**config.mk**
```make
export PLATFORM = sky130hd
export DESIGN_NAME = debounced_button_clock_setter_flat
export DESIGN_NICKNAME = d
export VERILOG_FILES = /design/src/rtl/core/dbcs_pkg.sv /design/src/rtl/core/dbcs_in_if.sv /design/src/rtl/core/dbcs_out_if.sv /design/src/rtl/core/dbcs_cfg_regs.sv /design/src/rtl/core/dbcs_step.sv /design/src/rtl/core/dbcs_core.sv /design/src/rtl/core/debounced_button_clock_setter.sv /design/src/flat_wrapper.sv
export VERILOG_INCLUDE_DIRS = /design/src /design/src/rtl/core
export SDC_FILE = /design/constraint.sdc
export NUM_CORES = 1
export LEC_CHECK = 0
export CAP_MARGIN = 25
export CORE_MARGIN = 5
export CORE_UTILIZATION = 70
export DETAILED_ROUTE_END_ITERATION = 12
export DONT_BUFFER_PORTS = 1
export PLACE_DENSITY = 0.91
export SLEW_MARGIN = 5
export SYNTH_ARGS = -nofsm -noshare
export SYNTH_HDL_FRONTEND = slang
export SYNTH_HIERARCHICAL = 1
export SYNTH_SLANG_ARGS = --single-unit
```
**constraint.sdc**
```tcl
create_clock -name clk -period 8.3 [get_ports clk]
set_clock_uncertainty 0.1 [all_clocks]
set_input_delay 1.66 -clock clk [delete_from_list [all_inputs] [get_ports clk]]
set_output_delay 1.66 -clock clk [all_outputs]
set_load 0.01 [all_outputs]
```
**src/rtl/core/assert_macros.svh**
```systemverilog
// Assertion helpers. Clock and reset names are taken from the enclosing module.
`ifndef ASSERT_MACROS_SVH
`define ASSERT_MACROS_SVH

// Checked on every rising edge once reset is released.
`define ASSERT_CLK(lbl, prop, msg) \
  lbl: assert property (@(posedge clk) disable iff (!rst_n) (prop)) else $error(msg);

// Checked on every rising edge, reset included.
`define ASSERT_ALWAYS(lbl, prop, msg) \
  lbl: assert property (@(posedge clk) (prop)) else $error(msg);

`endif

```
**src/rtl/core/dbcs_pkg.sv**
```systemverilog
`default_nettype none
package dbcs_pkg;

  localparam int COUNT_BITS_DEF = 16;

  localparam int DEBOUNCE_W = 10;
  localparam int LIMIT_W    = 16;
  localparam int POT_W      = 10;
  localparam int HOUR_W     = 5;
  localparam int MINUTE_W   = 6;
  localparam int MODE_W     = 2;
  localparam int CFG_IDX_W  = 3;
  localparam int CFG_DATA_W = 16;

  localparam logic [CFG_IDX_W-1:0] CFG_DEBOUNCE_MS     = 3'd0;
  localparam logic [CFG_IDX_W-1:0] CFG_SHORT_PRESS     = 3'd1;
  localparam logic [CFG_IDX_W-1:0] CFG_VERY_LONG_PRESS = 3'd2;
  localparam logic [CFG_IDX_W-1:0] CFG_HOLD_TO_SELECT  = 3'd3;
  localparam logic [CFG_IDX_W-1:0] CFG_SELECT_GUARD    = 3'd4;
  localparam logic [CFG_IDX_W-1:0] CFG_POT_THRESHOLD   = 3'd5;

  localparam logic [DEBOUNCE_W-1:0] DEBOUNCE_MS_RST     = 10'd50;
  localparam logic [LIMIT_W-1:0]    SHORT_PRESS_RST     = 16'd3000;
  localparam logic [LIMIT_W-1:0]    VERY_LONG_PRESS_RST = 16'd10000;
  localparam logic [LIMIT_W-1:0]    HOLD_TO_SELECT_RST  = 16'd1000;
  localparam logic [LIMIT_W-1:0]    SELECT_GUARD_RST    = 16'd1000;
  localparam logic [POT_W-1:0]      POT_THRESHOLD_RST   = 10'd512;

  localparam logic [MODE_W-1:0] MODE_CLOCK = 2'd0;
  localparam logic [MODE_W-1:0] MODE_PICK  = 2'd1;
  localparam logic [MODE_W-1:0] MODE_SET   = 2'd2;

  localparam logic [MINUTE_W:0] MINUTES_PER_HOUR = 7'd60;
  localparam logic [HOUR_W:0]   HOURS_PER_DAY    = 6'd24;

  typedef struct packed {
    logic [DEBOUNCE_W-1:0] debounce_ms;
    logic [LIMIT_W-1:0]    short_press_limit;
    logic [LIMIT_W-1:0]    very_long_press;
    logic [LIMIT_W-1:0]    hold_to_select;
    logic [LIMIT_W-1:0]    select_guard;
    logic [POT_W-1:0]      pot_threshold;
  } cfg_t;

  typedef struct packed {
    logic              raw_button;
    logic [POT_W-1:0]  pot_value;
    logic [HOUR_W-1:0] current_hour;
    logic [MINUTE_W-1:0] current_minute;
  } in_item_t;

  typedef struct packed {
    logic [MODE_W-1:0]   mode;
    logic                set_valid;
    logic [HOUR_W-1:0]   set_hour;
    logic [MINUTE_W-1:0] set_minute;
    logic                selection_is_set;
  } res_t;

  // button flags and mode state carried between the state regs and the step logic
  typedef struct packed {
    logic              last_raw;
    logic              stable_level;
    logic              press_active;
    logic [MODE_W-1:0] mode;
  } flags_t;

endpackage
`default_nettype wire

```
**src/rtl/core/dbcs_in_if.sv**
```systemverilog
`default_nettype none
interface dbcs_in_if;
  import dbcs_pkg::*;

  logic                valid;
  logic                ready;
  logic                raw_button;
  logic [POT_W-1:0]    pot_value;
  logic [HOUR_W-1:0]   current_hour;
  logic [MINUTE_W-1:0] current_minute;

  modport source (output valid, output raw_button, output pot_value,
                  output current_hour, output current_minute, input ready);
  modport sink   (input valid, input raw_button, input pot_value,
                  input current_hour, input current_minute, output ready);
endinterface
`default_nettype wire

```
**src/rtl/core/dbcs_out_if.sv**
```systemverilog
`default_nettype none
interface dbcs_out_if;
  import dbcs_pkg::*;

  logic                valid;
  logic                ready;
  logic [MODE_W-1:0]   mode;
  logic                set_valid;
  logic [HOUR_W-1:0]   set_hour;
  logic [MINUTE_W-1:0] set_minute;
  logic                selection_is_set;

  modport source (output valid, output mode, output set_valid, output set_hour,
                  output set_minute, output selection_is_set, input ready);
  modport sink   (input valid, input mode, input set_valid, input set_hour,
                  input set_minute, input selection_is_set, output ready);
endinterface
`default_nettype wire

```
**src/rtl/core/dbcs_cfg_regs.sv**
```systemverilog
`default_nettype none
module dbcs_cfg_regs (
  input  wire logic                           clk,
  input  wire logic                           rst_n,
  input  wire logic                           cfg_we,
  input  wire logic [dbcs_pkg::CFG_IDX_W-1:0]  cfg_index,
  input  wire logic [dbcs_pkg::CFG_DATA_W-1:0] cfg_wdata,
  output dbcs_pkg::cfg_t                       cfg
);
  import dbcs_pkg::*;

  cfg_t cfg_r;
  cfg_t cfg_nxt;

  always_comb begin
    cfg_nxt = cfg_r;
    if (cfg_we) begin
      unique case (cfg_index)
        CFG_DEBOUNCE_MS:     cfg_nxt.debounce_ms       = cfg_wdata[DEBOUNCE_W-1:0];
        CFG_SHORT_PRESS:     cfg_nxt.short_press_limit = cfg_wdata[LIMIT_W-1:0];
        CFG_VERY_LONG_PRESS: cfg_nxt.very_long_press   = cfg_wdata[LIMIT_W-1:0];
        CFG_HOLD_TO_SELECT:  cfg_nxt.hold_to_select    = cfg_wdata[LIMIT_W-1:0];
        CFG_SELECT_GUARD:    cfg_nxt.select_guard      = cfg_wdata[LIMIT_W-1:0];
        CFG_POT_THRESHOLD:   cfg_nxt.pot_threshold     = cfg_wdata[POT_W-1:0];
        default: ;  // unmapped index: write dropped
      endcase
    end
  end

  always_ff @(posedge clk) begin
    if (!rst_n) begin
      cfg_r.debounce_ms       <= DEBOUNCE_MS_RST;
      cfg_r.short_press_limit <= SHORT_PRESS_RST;
      cfg_r.very_long_press   <= VERY_LONG_PRESS_RST;
      cfg_r.hold_to_select    <= HOLD_TO_SELECT_RST;
      cfg_r.select_guard      <= SELECT_GUARD_RST;
      cfg_r.pot_threshold     <= POT_THRESHOLD_RST;
    end else begin
      cfg_r <= cfg_nxt;
    end
  end

  assign cfg = cfg_r;
endmodule
`default_nettype wire

```
**src/rtl/core/dbcs_step.sv**
```systemverilog
`default_nettype none
module dbcs_step #(
  parameter int COUNT_BITS = dbcs_pkg::COUNT_BITS_DEF
) (
  input  wire dbcs_pkg::cfg_t         cfg,
  input  wire dbcs_pkg::in_item_t     item,
  input  wire dbcs_pkg::flags_t       flags,
  input  wire logic [COUNT_BITS-1:0]  stable_ticks,
  input  wire logic [COUNT_BITS-1:0]  press_ticks,
  input  wire logic [COUNT_BITS-1:0]  select_ticks,
  output dbcs_pkg::flags_t            flags_nxt,
  output logic [COUNT_BITS-1:0]       stable_ticks_nxt,
  output logic [COUNT_BITS-1:0]       press_ticks_nxt,
  output logic [COUNT_BITS-1:0]       select_ticks_nxt,
  output dbcs_pkg::res_t              res
);
  import dbcs_pkg::*;

  // common width for counter vs. limit compares
  localparam int CMP_W = (COUNT_BITS > LIMIT_W) ? COUNT_BITS : LIMIT_W;

  function automatic logic [COUNT_BITS-1:0] sat_inc(input logic [COUNT_BITS-1:0] v);
    return (&v) ? v : v + COUNT_BITS'(1);
  endfunction

  logic [COUNT_BITS-1:0] dur;
  logic [MINUTE_W:0]     min_inc;
  logic [HOUR_W:0]       hour_inc;
  logic [MINUTE_W-1:0]   min_wrap;
  logic [HOUR_W-1:0]     hour_wrap;
  logic                  pot_set;
  logic                  level_change;

  assign min_inc   = {1'b0, item.current_minute} + 7'd1;
  assign hour_inc  = {1'b0, item.current_hour} + 6'd1;
  assign min_wrap  = (min_inc >= MINUTES_PER_HOUR) ? 
                     MINUTE_W'(min_inc - MINUTES_PER_HOUR) : min_inc[MINUTE_W-1:0];
  assign hour_wrap = (hour_inc >= HOURS_PER_DAY) ?
                     HOUR_W'(hour_inc - HOURS_PER_DAY) : hour_inc[HOUR_W-1:0];
  assign pot_set   = item.pot_value >= cfg.pot_threshold;

  always_comb begin
    dur              = flags.press_active ? sat_inc(press_ticks) : press_ticks;
    press_ticks_nxt  = dur;
    select_ticks_nxt = sat_inc(select_ticks);
    stable_ticks_nxt = (item.raw_button != flags.last_raw) ? '0 : sat_inc(stable_ticks);
    flags_nxt          = flags;
    flags_nxt.last_raw = item.raw_button;
    res                = '0;
    level_change = (CMP_W'(stable_ticks_nxt) > CMP_W'(cfg.debounce_ms)) &&
                   (item.raw_button != flags.stable_level);

    if (level_change) begin
      flags_nxt.stable_level = item.raw_button;
      if (!item.raw_button) begin
        if (!flags.press_active) begin
          flags_nxt.press_active = 1'b1;
          press_ticks_nxt        = '0;
        end
      end else begin
        flags_nxt.press_active = 1'b0;
        press_ticks_nxt        = '0;
        if (flags.mode == MODE_SET) begin
          // release with no timed press is dropped
          if (flags.press_active) begin
            if (CMP_W'(dur) < CMP_W'(cfg.short_press_limit)) begin
              res.set_valid  = 1'b1;
              res.set_hour   = item.current_hour;
              res.set_minute = min_wrap;
            end else if (CMP_W'(dur) < CMP_W'(cfg.very_long_press)) begin
              res.set_valid  = 1'b1;
              res.set_hour   = hour_wrap;
              res.set_minute = item.current_minute;
            end else begin
              flags_nxt.mode = MODE_CLOCK;
            end
          end
        end else if (flags.mode == MODE_PICK) begin
          if (CMP_W'(select_ticks_nxt) > CMP_W'(cfg.select_guard)) begin
            flags_nxt.mode = pot_set ? MODE_SET : MODE_CLOCK;
          end
        end
      end
    end

    // long hold in clock mode; ends the press timing
    if (flags_nxt.mode != MODE_PICK && flags_nxt.mode != MODE_SET &&
        !flags_nxt.stable_level && flags_nxt.press_active &&
        CMP_W'(press_ticks_nxt) >= CMP_W'(cfg.hold_to_select)) begin
      flags_nxt.mode         = MODE_PICK;
      select_ticks_nxt       = '0;
      flags_nxt.press_active = 1'b0;
      press_ticks_nxt        = '0;
    end

    res.mode             = flags_nxt.mode;
    res.selection_is_set = pot_set;
  end
endmodule
`default_nettype wire

```
**src/rtl/core/dbcs_core.sv**
```systemverilog
`default_nettype none
module dbcs_core #(
  parameter int COUNT_BITS = dbcs_pkg::COUNT_BITS_DEF
) (
  input  wire logic          clk,
  input  wire logic          rst_n,
  input  wire dbcs_pkg::cfg_t cfg,
  dbcs_in_if.sink            in_chan,
  dbcs_out_if.source         out_chan
);
  import dbcs_pkg::*;
  `include "assert_macros.svh"

  logic     in_valid_r;
  in_item_t in_item_r;
  logic     out_valid_r;
  res_t     res_r;
  logic     adv;
  logic     in_fire;

  flags_t                flags_r;
  flags_t                flags_nxt;
  logic [COUNT_BITS-1:0] stable_ticks_r, stable_ticks_nxt;
  logic [COUNT_BITS-1:0] press_ticks_r, press_ticks_nxt;
  logic [COUNT_BITS-1:0] select_ticks_r, select_ticks_nxt;
  res_t                  res_nxt;

  // word moves from the input register into the result register
  assign adv            = in_valid_r && (!out_valid_r || out_chan.ready);
  assign in_chan.ready  = !in_valid_r || adv;
  assign in_fire        = in_chan.valid && in_chan.ready;

  dbcs_step #(.COUNT_BITS(COUNT_BITS)) u_step (
    .cfg              (cfg),
    .item             (in_item_r),
    .flags            (flags_r),
    .stable_ticks     (stable_ticks_r),
    .press_ticks      (press_ticks_r),
    .select_ticks     (select_ticks_r),
    .flags_nxt        (flags_nxt),
    .stable_ticks_nxt (stable_ticks_nxt),
    .press_ticks_nxt  (press_ticks_nxt),
    .select_ticks_nxt (select_ticks_nxt),
    .res              (res_nxt)
  );

  always_ff @(posedge clk) begin
    if (!rst_n) begin
      in_valid_r           <= 1'b0;
      out_valid_r          <= 1'b0;
      flags_r.last_raw     <= 1'b1;
      flags_r.stable_level <= 1'b1;
      flags_r.press_active <= 1'b0;
      flags_r.mode         <= MODE_CLOCK;
      stable_ticks_r       <= '0;
      press_ticks_r        <= '0;
      select_ticks_r       <= '0;
    end else begin
      if (in_chan.ready) begin
        in_valid_r <= in_chan.valid;
      end
      if (adv) begin
        out_valid_r    <= 1'b1;
        flags_r        <= flags_nxt;
        stable_ticks_r <= stable_ticks_nxt;
        press_ticks_r  <= press_ticks_nxt;
        select_ticks_r <= select_ticks_nxt;
      end else if (out_chan.ready) begin
        out_valid_r <= 1'b0;
      end
    end
  end

  always_ff @(posedge clk) begin
    if (in_fire) begin
      in_item_r.raw_button     <= in_chan.raw_button;
      in_item_r.pot_value      <= in_chan.pot_value;
      in_item_r.current_hour   <= in_chan.current_hour;
      in_item_r.current_minute <= in_chan.current_minute;
    end
    if (adv) begin
      res_r <= res_nxt;
    end
  end

  assign out_chan.valid            = out_valid_r;
  assign out_chan.mode             = res_r.mode;
  assign out_chan.set_valid        = res_r.set_valid;
  assign out_chan.set_hour         = res_r.set_hour;
  assign out_chan.set_minute       = res_r.set_minute;
  assign out_chan.selection_is_set = res_r.selection_is_set;

  `ASSERT_CLK(a_set_only_in_set_mode,
              (out_valid_r && res_r.set_valid) |-> (res_r.mode == MODE_SET),
              "time write outside set mode")
  `ASSERT_CLK(a_state_moves_on_adv,
              (!adv) |=> ($stable(flags_r) && $stable(press_ticks_r)),
              "button state changed without a word")
  `ASSERT_CLK(a_no_clock_to_set,
              (adv && flags_r.mode == MODE_CLOCK) |=> (flags_r.mode != MODE_SET),
              "clock mode jumped straight to set mode")
  `ASSERT_CLK(a_stall_holds_input,
              (!in_chan.ready) |-> (in_valid_r && out_valid_r),
              "input stalled with room downstream")
endmodule
`default_nettype wire

```
**src/rtl/core/debounced_button_clock_setter.sv**
```systemverilog
// Pipeline: an accepted input word is held in the input register; its result is then
// written to the result register when that register is empty or being taken.
// Throughput: one word per cycle unless out_chan stalls; each word's compares and
// counter updates settle in one pass of the step logic between the two registers.
// Reset: synchronous active-low rst_n; restores config defaults, button released,
// counters cleared, clock mode, both pipeline registers empty.
`default_nettype none
module debounced_button_clock_setter #(
  parameter int COUNT_BITS = dbcs_pkg::COUNT_BITS_DEF
) (
  input  wire logic                            clk,
  input  wire logic                            rst_n,
  dbcs_in_if.sink                              in_chan,
  dbcs_out_if.source                           out_chan,
  input  wire logic                            cfg_we,
  input  wire logic [dbcs_pkg::CFG_IDX_W-1:0]  cfg_index,
  input  wire logic [dbcs_pkg::CFG_DATA_W-1:0] cfg_wdata
);
  import dbcs_pkg::*;

  cfg_t cfg;

  dbcs_cfg_regs u_cfg (
    .clk       (clk),
    .rst_n     (rst_n),
    .cfg_we    (cfg_we),
    .cfg_index (cfg_index),
    .cfg_wdata (cfg_wdata),
    .cfg       (cfg)
  );

  dbcs_core #(.COUNT_BITS(COUNT_BITS)) u_core (
    .clk      (clk),
    .rst_n    (rst_n),
    .cfg      (cfg),
    .in_chan  (in_chan),
    .out_chan (out_chan)
  );
endmodule
`default_nettype wire
```
**src/flat_wrapper.sv**
```systemverilog
// flat-port wrapper written by rule: the top's interface ports become plain ports
module debounced_button_clock_setter_flat import dbcs_pkg::*;
#(
  parameter int COUNT_BITS = dbcs_pkg::COUNT_BITS_DEF
)
  (clk, rst_n, cfg_we, cfg_index, cfg_wdata, in_chan_valid, in_chan_raw_button, in_chan_pot_value, in_chan_current_hour, in_chan_current_minute, in_chan_ready, out_chan_valid, out_chan_mode, out_chan_set_valid, out_chan_set_hour, out_chan_set_minute, out_chan_selection_is_set, out_chan_ready);
  dbcs_in_if in_chan_i ();
  dbcs_out_if out_chan_i ();
  input  wire logic clk;
  input  wire logic rst_n;
  input  wire logic cfg_we;
  input  wire logic [dbcs_pkg::CFG_IDX_W-1:0] cfg_index;
  input  wire logic [dbcs_pkg::CFG_DATA_W-1:0] cfg_wdata;
  input wire logic [$bits(in_chan_i.valid)-1:0] in_chan_valid;
  input wire logic [$bits(in_chan_i.raw_button)-1:0] in_chan_raw_button;
  input wire logic [$bits(in_chan_i.pot_value)-1:0] in_chan_pot_value;
  input wire logic [$bits(in_chan_i.current_hour)-1:0] in_chan_current_hour;
  input wire logic [$bits(in_chan_i.current_minute)-1:0] in_chan_current_minute;
  output wire logic [$bits(in_chan_i.ready)-1:0] in_chan_ready;
  output wire logic [$bits(out_chan_i.valid)-1:0] out_chan_valid;
  output wire logic [$bits(out_chan_i.mode)-1:0] out_chan_mode;
  output wire logic [$bits(out_chan_i.set_valid)-1:0] out_chan_set_valid;
  output wire logic [$bits(out_chan_i.set_hour)-1:0] out_chan_set_hour;
  output wire logic [$bits(out_chan_i.set_minute)-1:0] out_chan_set_minute;
  output wire logic [$bits(out_chan_i.selection_is_set)-1:0] out_chan_selection_is_set;
  input wire logic [$bits(out_chan_i.ready)-1:0] out_chan_ready;
  assign in_chan_i.valid = in_chan_valid;
  assign in_chan_i.raw_button = in_chan_raw_button;
  assign in_chan_i.pot_value = in_chan_pot_value;
  assign in_chan_i.current_hour = in_chan_current_hour;
  assign in_chan_i.current_minute = in_chan_current_minute;
  assign in_chan_ready = in_chan_i.ready;
  assign out_chan_valid = out_chan_i.valid;
  assign out_chan_mode = out_chan_i.mode;
  assign out_chan_set_valid = out_chan_i.set_valid;
  assign out_chan_set_hour = out_chan_i.set_hour;
  assign out_chan_set_minute = out_chan_i.set_minute;
  assign out_chan_selection_is_set = out_chan_i.selection_is_set;
  assign out_chan_i.ready = out_chan_ready;
  debounced_button_clock_setter #(.COUNT_BITS(COUNT_BITS)) u_core (.clk(clk), .rst_n(rst_n), .in_chan(in_chan_i), .out_chan(out_chan_i), .cfg_we(cfg_we), .cfg_index(cfg_index), .cfg_wdata(cfg_wdata));
endmodule
```
==> metrics.md <==
| Metric | Value |
|---|---|
| Syn nets | `between 1000 and 1500` |
| Max Clk Rate | `about 0.14 GHz` |
| Power Total | `about 1.8 mW` |
| ANT nets after route | `0` |
| # setup viols final | `0` |
| Fill count | `around 1000` |
| Startpoint types | `flop` |
| Post-CTS Resized | `0` |
| Most common cell after layout, fill and taps aside | `nand2_1` |
| Total of max-cap violations | `0` |
| Design area | `11430 um2` |
| Die height | `between 100 and 150 um` |
| Flops & latches, synth | `roughly 180` |
| Core region area | `approximately 15000 um2` |
| Post-route insts no fill | `between 1000 and 1500` |
| Initial antenna violation count | `0` |
| Clock Tree Buf Depth | `2` |
| Layout Area Growth over Synthesis | `4.820%` |
| Post-synth EDFFs | `37` |
| IO buf count | `0` |
| DR DRC count | `0` |
| Period Utilization, post-route | `86.58%` |
| TritonCTS buffer count | `17` |
| N_diodes | `0` |
| CTS Sinks | `176` |
| Rows | `45` |
| Die Area | `around 18000 um2` |
| Routed len/inst | `around 19 um` |
| Max H-tree Level | `4` |
| Setup Buffers After CTS | `0` |
| Inst Count DP | `between 1000 and 1500` |
| Share of cells above drive strength 1 | `4.659%` |
| Post-synthesis async set-or-reset flop share | `0%` |
| Slew @ Worst Pin | `~1.1 ns` |
| Min-Delay Path Class | `flop to flop` |
| Most frequent cells in the layout | `nand2_1 (221), dfxtp_1 (139), mux2i_1 (138), inv_1 (95), ha_1 (89)` |
| Vias in the first global route | `between 8000 and 9000` |
| Reg clk slew, reported paths | `about 0.070 ns` |
| Yosys warns | `6` |
| P_leak | `roughly 4.9 nW` |
| Pre-antenna DRT Iters | `5` |
| Final Wtd Congestion | `0.9605` |
| CTS tree | `done` |
| Multi-input logic area | `approximately 6300 um2` |
| Final wirelength | `roughly 27000 um` |
| Arr. time, crit path | `7.44 ns` |
| Initial Util | `71.46%` |
| Dpl cell area | `about 11000 um2` |
| RSZ-0062 raised after global routing | `no` |
| Min Clock Period, post-route | `7.186 ns` |
| Gr ovfl total | `0` |
| CP Max Fanout | `19` |
| Vias per inst | `slightly above 6` |
| CP endpoint kind | `flop` |
| Root Buffer | `clkbuf_16` |
| Syn avg cell area | `around 8.9 um2` |
| CP Class | `flop to flop` |
| Maximum vdd ir drop | `roughly 0.18 mV` |
| Via count | `between 8000 and 9000` |
| Sequential fraction of the synthesis area | `a little over a third` |
| Final TNS setup | `0 ns` |
| Clock latency on the worst-skew pair | `about 0.44 ns` |
| Final hold vios | `0` |
| Status | `finished, final reports clean` |
| Crit path required time | `about 8.6 ns` |
| Main synth FF type | `dfxtp_1` |
| PwrDens | `approximately 160 nW/um2` |
| Initial drt markers | `979` |
| Tot GR Track Use | `28.81%` |
| Chip Width | `about 130 um` |
| Fin nets | `between 1000 and 1500` |
| Synth cell types | `77` |
| IO Count | `63` |
| # hold bufs at CTS | `0` |
| First-pass GRT wire length | `42070 um` |
| Synthesized area | `roughly 11000 um2` |
| Rel. slew slack | `~28%` |
| Synthesized instance count | `approximately 1200` |
| Largest net degree at the start of global routing | `218` |
| Pins Over Slew Limit | `0` |
| DP HPWL | `17720 um` |
| Reg area | `approximately 4000 um2` |
-- critical path, cell delays in order (launching register included) --
cell,delay [ns]
dfxtp_1,0.43
nand4_1,0.23
or2_1,0.34
nor3_1,0.81
nor3_1,0.14
xnor2_1,0.18
nor2_1,0.14
ha_1,0.26
a21oi_1,0.16
o211ai_1,0.12
a21oi_1,0.20
a211o_1,0.16
nand3_1,0.17
o22ai_1,0.84
o21ai_0,0.34
ha_1,0.37
nand2b_1,0.10
a21o_1,0.11
a21o_1,0.11
a21oi_1,0.07
o21ai_0,0.18
a21oi_1,0.16
a221oi_4,0.67
buf_4,0.36
a22o_1,0.20
nand2_1,0.06
mux2i_1,0.13
-- cell families (layout without fill, tap and decap cells) --
family | Yosys count | in the layout | synth area share (%)
multiplexers | 140 | 140 | 12.88
AND/OR/NAND/NOR | 449 | 449 | 20.25
XOR/XNOR | 43 | 43 | 3.454
flip-flops | 176 | 176 | 35.71
adder cells (fa/ha/maj) | 89 | 89 | 10.21
AO/OA/AOI/OAI | 169 | 169 | 10.67
buffers and inverters | 157 | 136 | 6.817
-- state kept, by name, indices dropped and copies added (netlist names) --
| signal | flops |
|---|---|
| u_core/u_cfg/cfg | 84 |
| u_core/u_core/in_item_r | 22 |
| u_core/u_core/press_ticks_r | 16 |
| u_core/u_core/select_ticks_r | 16 |
| u_core/u_core/stable_ticks_r | 16 |
| u_core/u_core/out_chan.set_minute | 6 |
| u_core/u_core/flags_r | 5 |
| u_core/u_core/out_chan.set_hour | 5 |
| u_core/u_core/out_chan.mode | 2 |
| u_core/u_core/in_valid_r | 1 |
| u_core/u_core/out_chan.selection_is_set | 1 |
| u_core/u_core/out_chan.set_valid | 1 |
| u_core/u_core/out_chan.valid | 1 |
-- where the power goes --
part | switching [mW] | leakage (nW) | internal (mW)
Combinational | 0.0661 | 3.12 | 0.0462
Sequential | 0.0164 | 1.49 | 0.893
Clock | 0.364 | 0.275 | 0.424
Total | 0.446 | 4.89 | 1.36
-- per-layer routing --
| layer | wire [um] | share of wire [%] | vias to the layer above | global-route usage, % |
|---|---|---|---|---|
| met5 | 0 | 0 | - | 0 |
| met4 | 1066 | 4.0 | 0 | 13.74 |
| met3 | 1810 | 6.8 | 86 | 5.961 |
| met2 | 12460 | 47 | 377 | 46.78 |
| met1 | 11170 | 42 | 4159 | 36.82 |
| li1 | - | - | 4158 | - |
-- cell usage after synthesis, types with 6 or more instances --
cell type,instances,area [um2]
nand2_1,221,829.6
dfxtp_1,139,2783
mux2i_1,138,1381
inv_1,95,356.6
ha_1,89,1114
nor2b_1,48,300.3
nor2_1,42,157.7
a21oi_1,39,195.2
edfxtp_1,37,1111
o21ai_0,29,145.1
xnor2_1,29,254.0
a21boi_1,27,202.7
nand3_1,27,135.1
clkbuf_1,24,90.09
nand4_1,22,137.6
buf_2,19,95.09
and2_1,17,106.4
a21o_1,14,105.1
xor2_1,14,122.6
and3_1,13,81.33
nor3_1,12,60.06
buf_4,11,82.58
a31oi_1,8,50.05
o21a_1,8,60.06
a211oi_1,7,52.55
nand2b_1,7,43.79
o211ai_1,6,45.04
-- final timing paths --
kind / slack (ns) / startpoint / cells past startpoint / endpoint
worst min-delay path: 0.36 / u_core/u_cfg/cfg[72] / 2 / u_core/u_cfg/cfg[72]
worst max-delay path: 1.11 / u_core/u_core/stable_ticks_r[9] / 26 / u_core/u_core/flags_r[0]
worst max register to register: 1.11 / u_core/u_core/stable_ticks_r[9] / 26 / u_core/u_core/flags_r[0]
worst min register to register: 0.36 / u_core/u_cfg/cfg[72] / 2 / u_core/u_cfg/cfg[72]
-- cell type report --
type,instances,area share (%)
tap,211,2.310
timing repair buffer,8,0.5912
clock inverter,14,1.237
inverter,96,3.153
clock buffer,18,3.755
sequential,176,34.07
multi-input combinational,890,54.88
-- through the flow --
stage / util (%) / setup WS, ns / hold slack, ns
after floorplan: - / 2.947 / 0.3335
after global placement: 71.06 / 1.848 / 0.3423
after detailed placement: 71.06 / 1.586 / 0.3472
after CTS: 74.80 / 1.369 / 0.3586
after global routing: 74.90 / 0.6180 / 0.3788
final: 74.90 / 1.114 / 0.3615
Note: power is estimated with default switching activity, not from simulation.
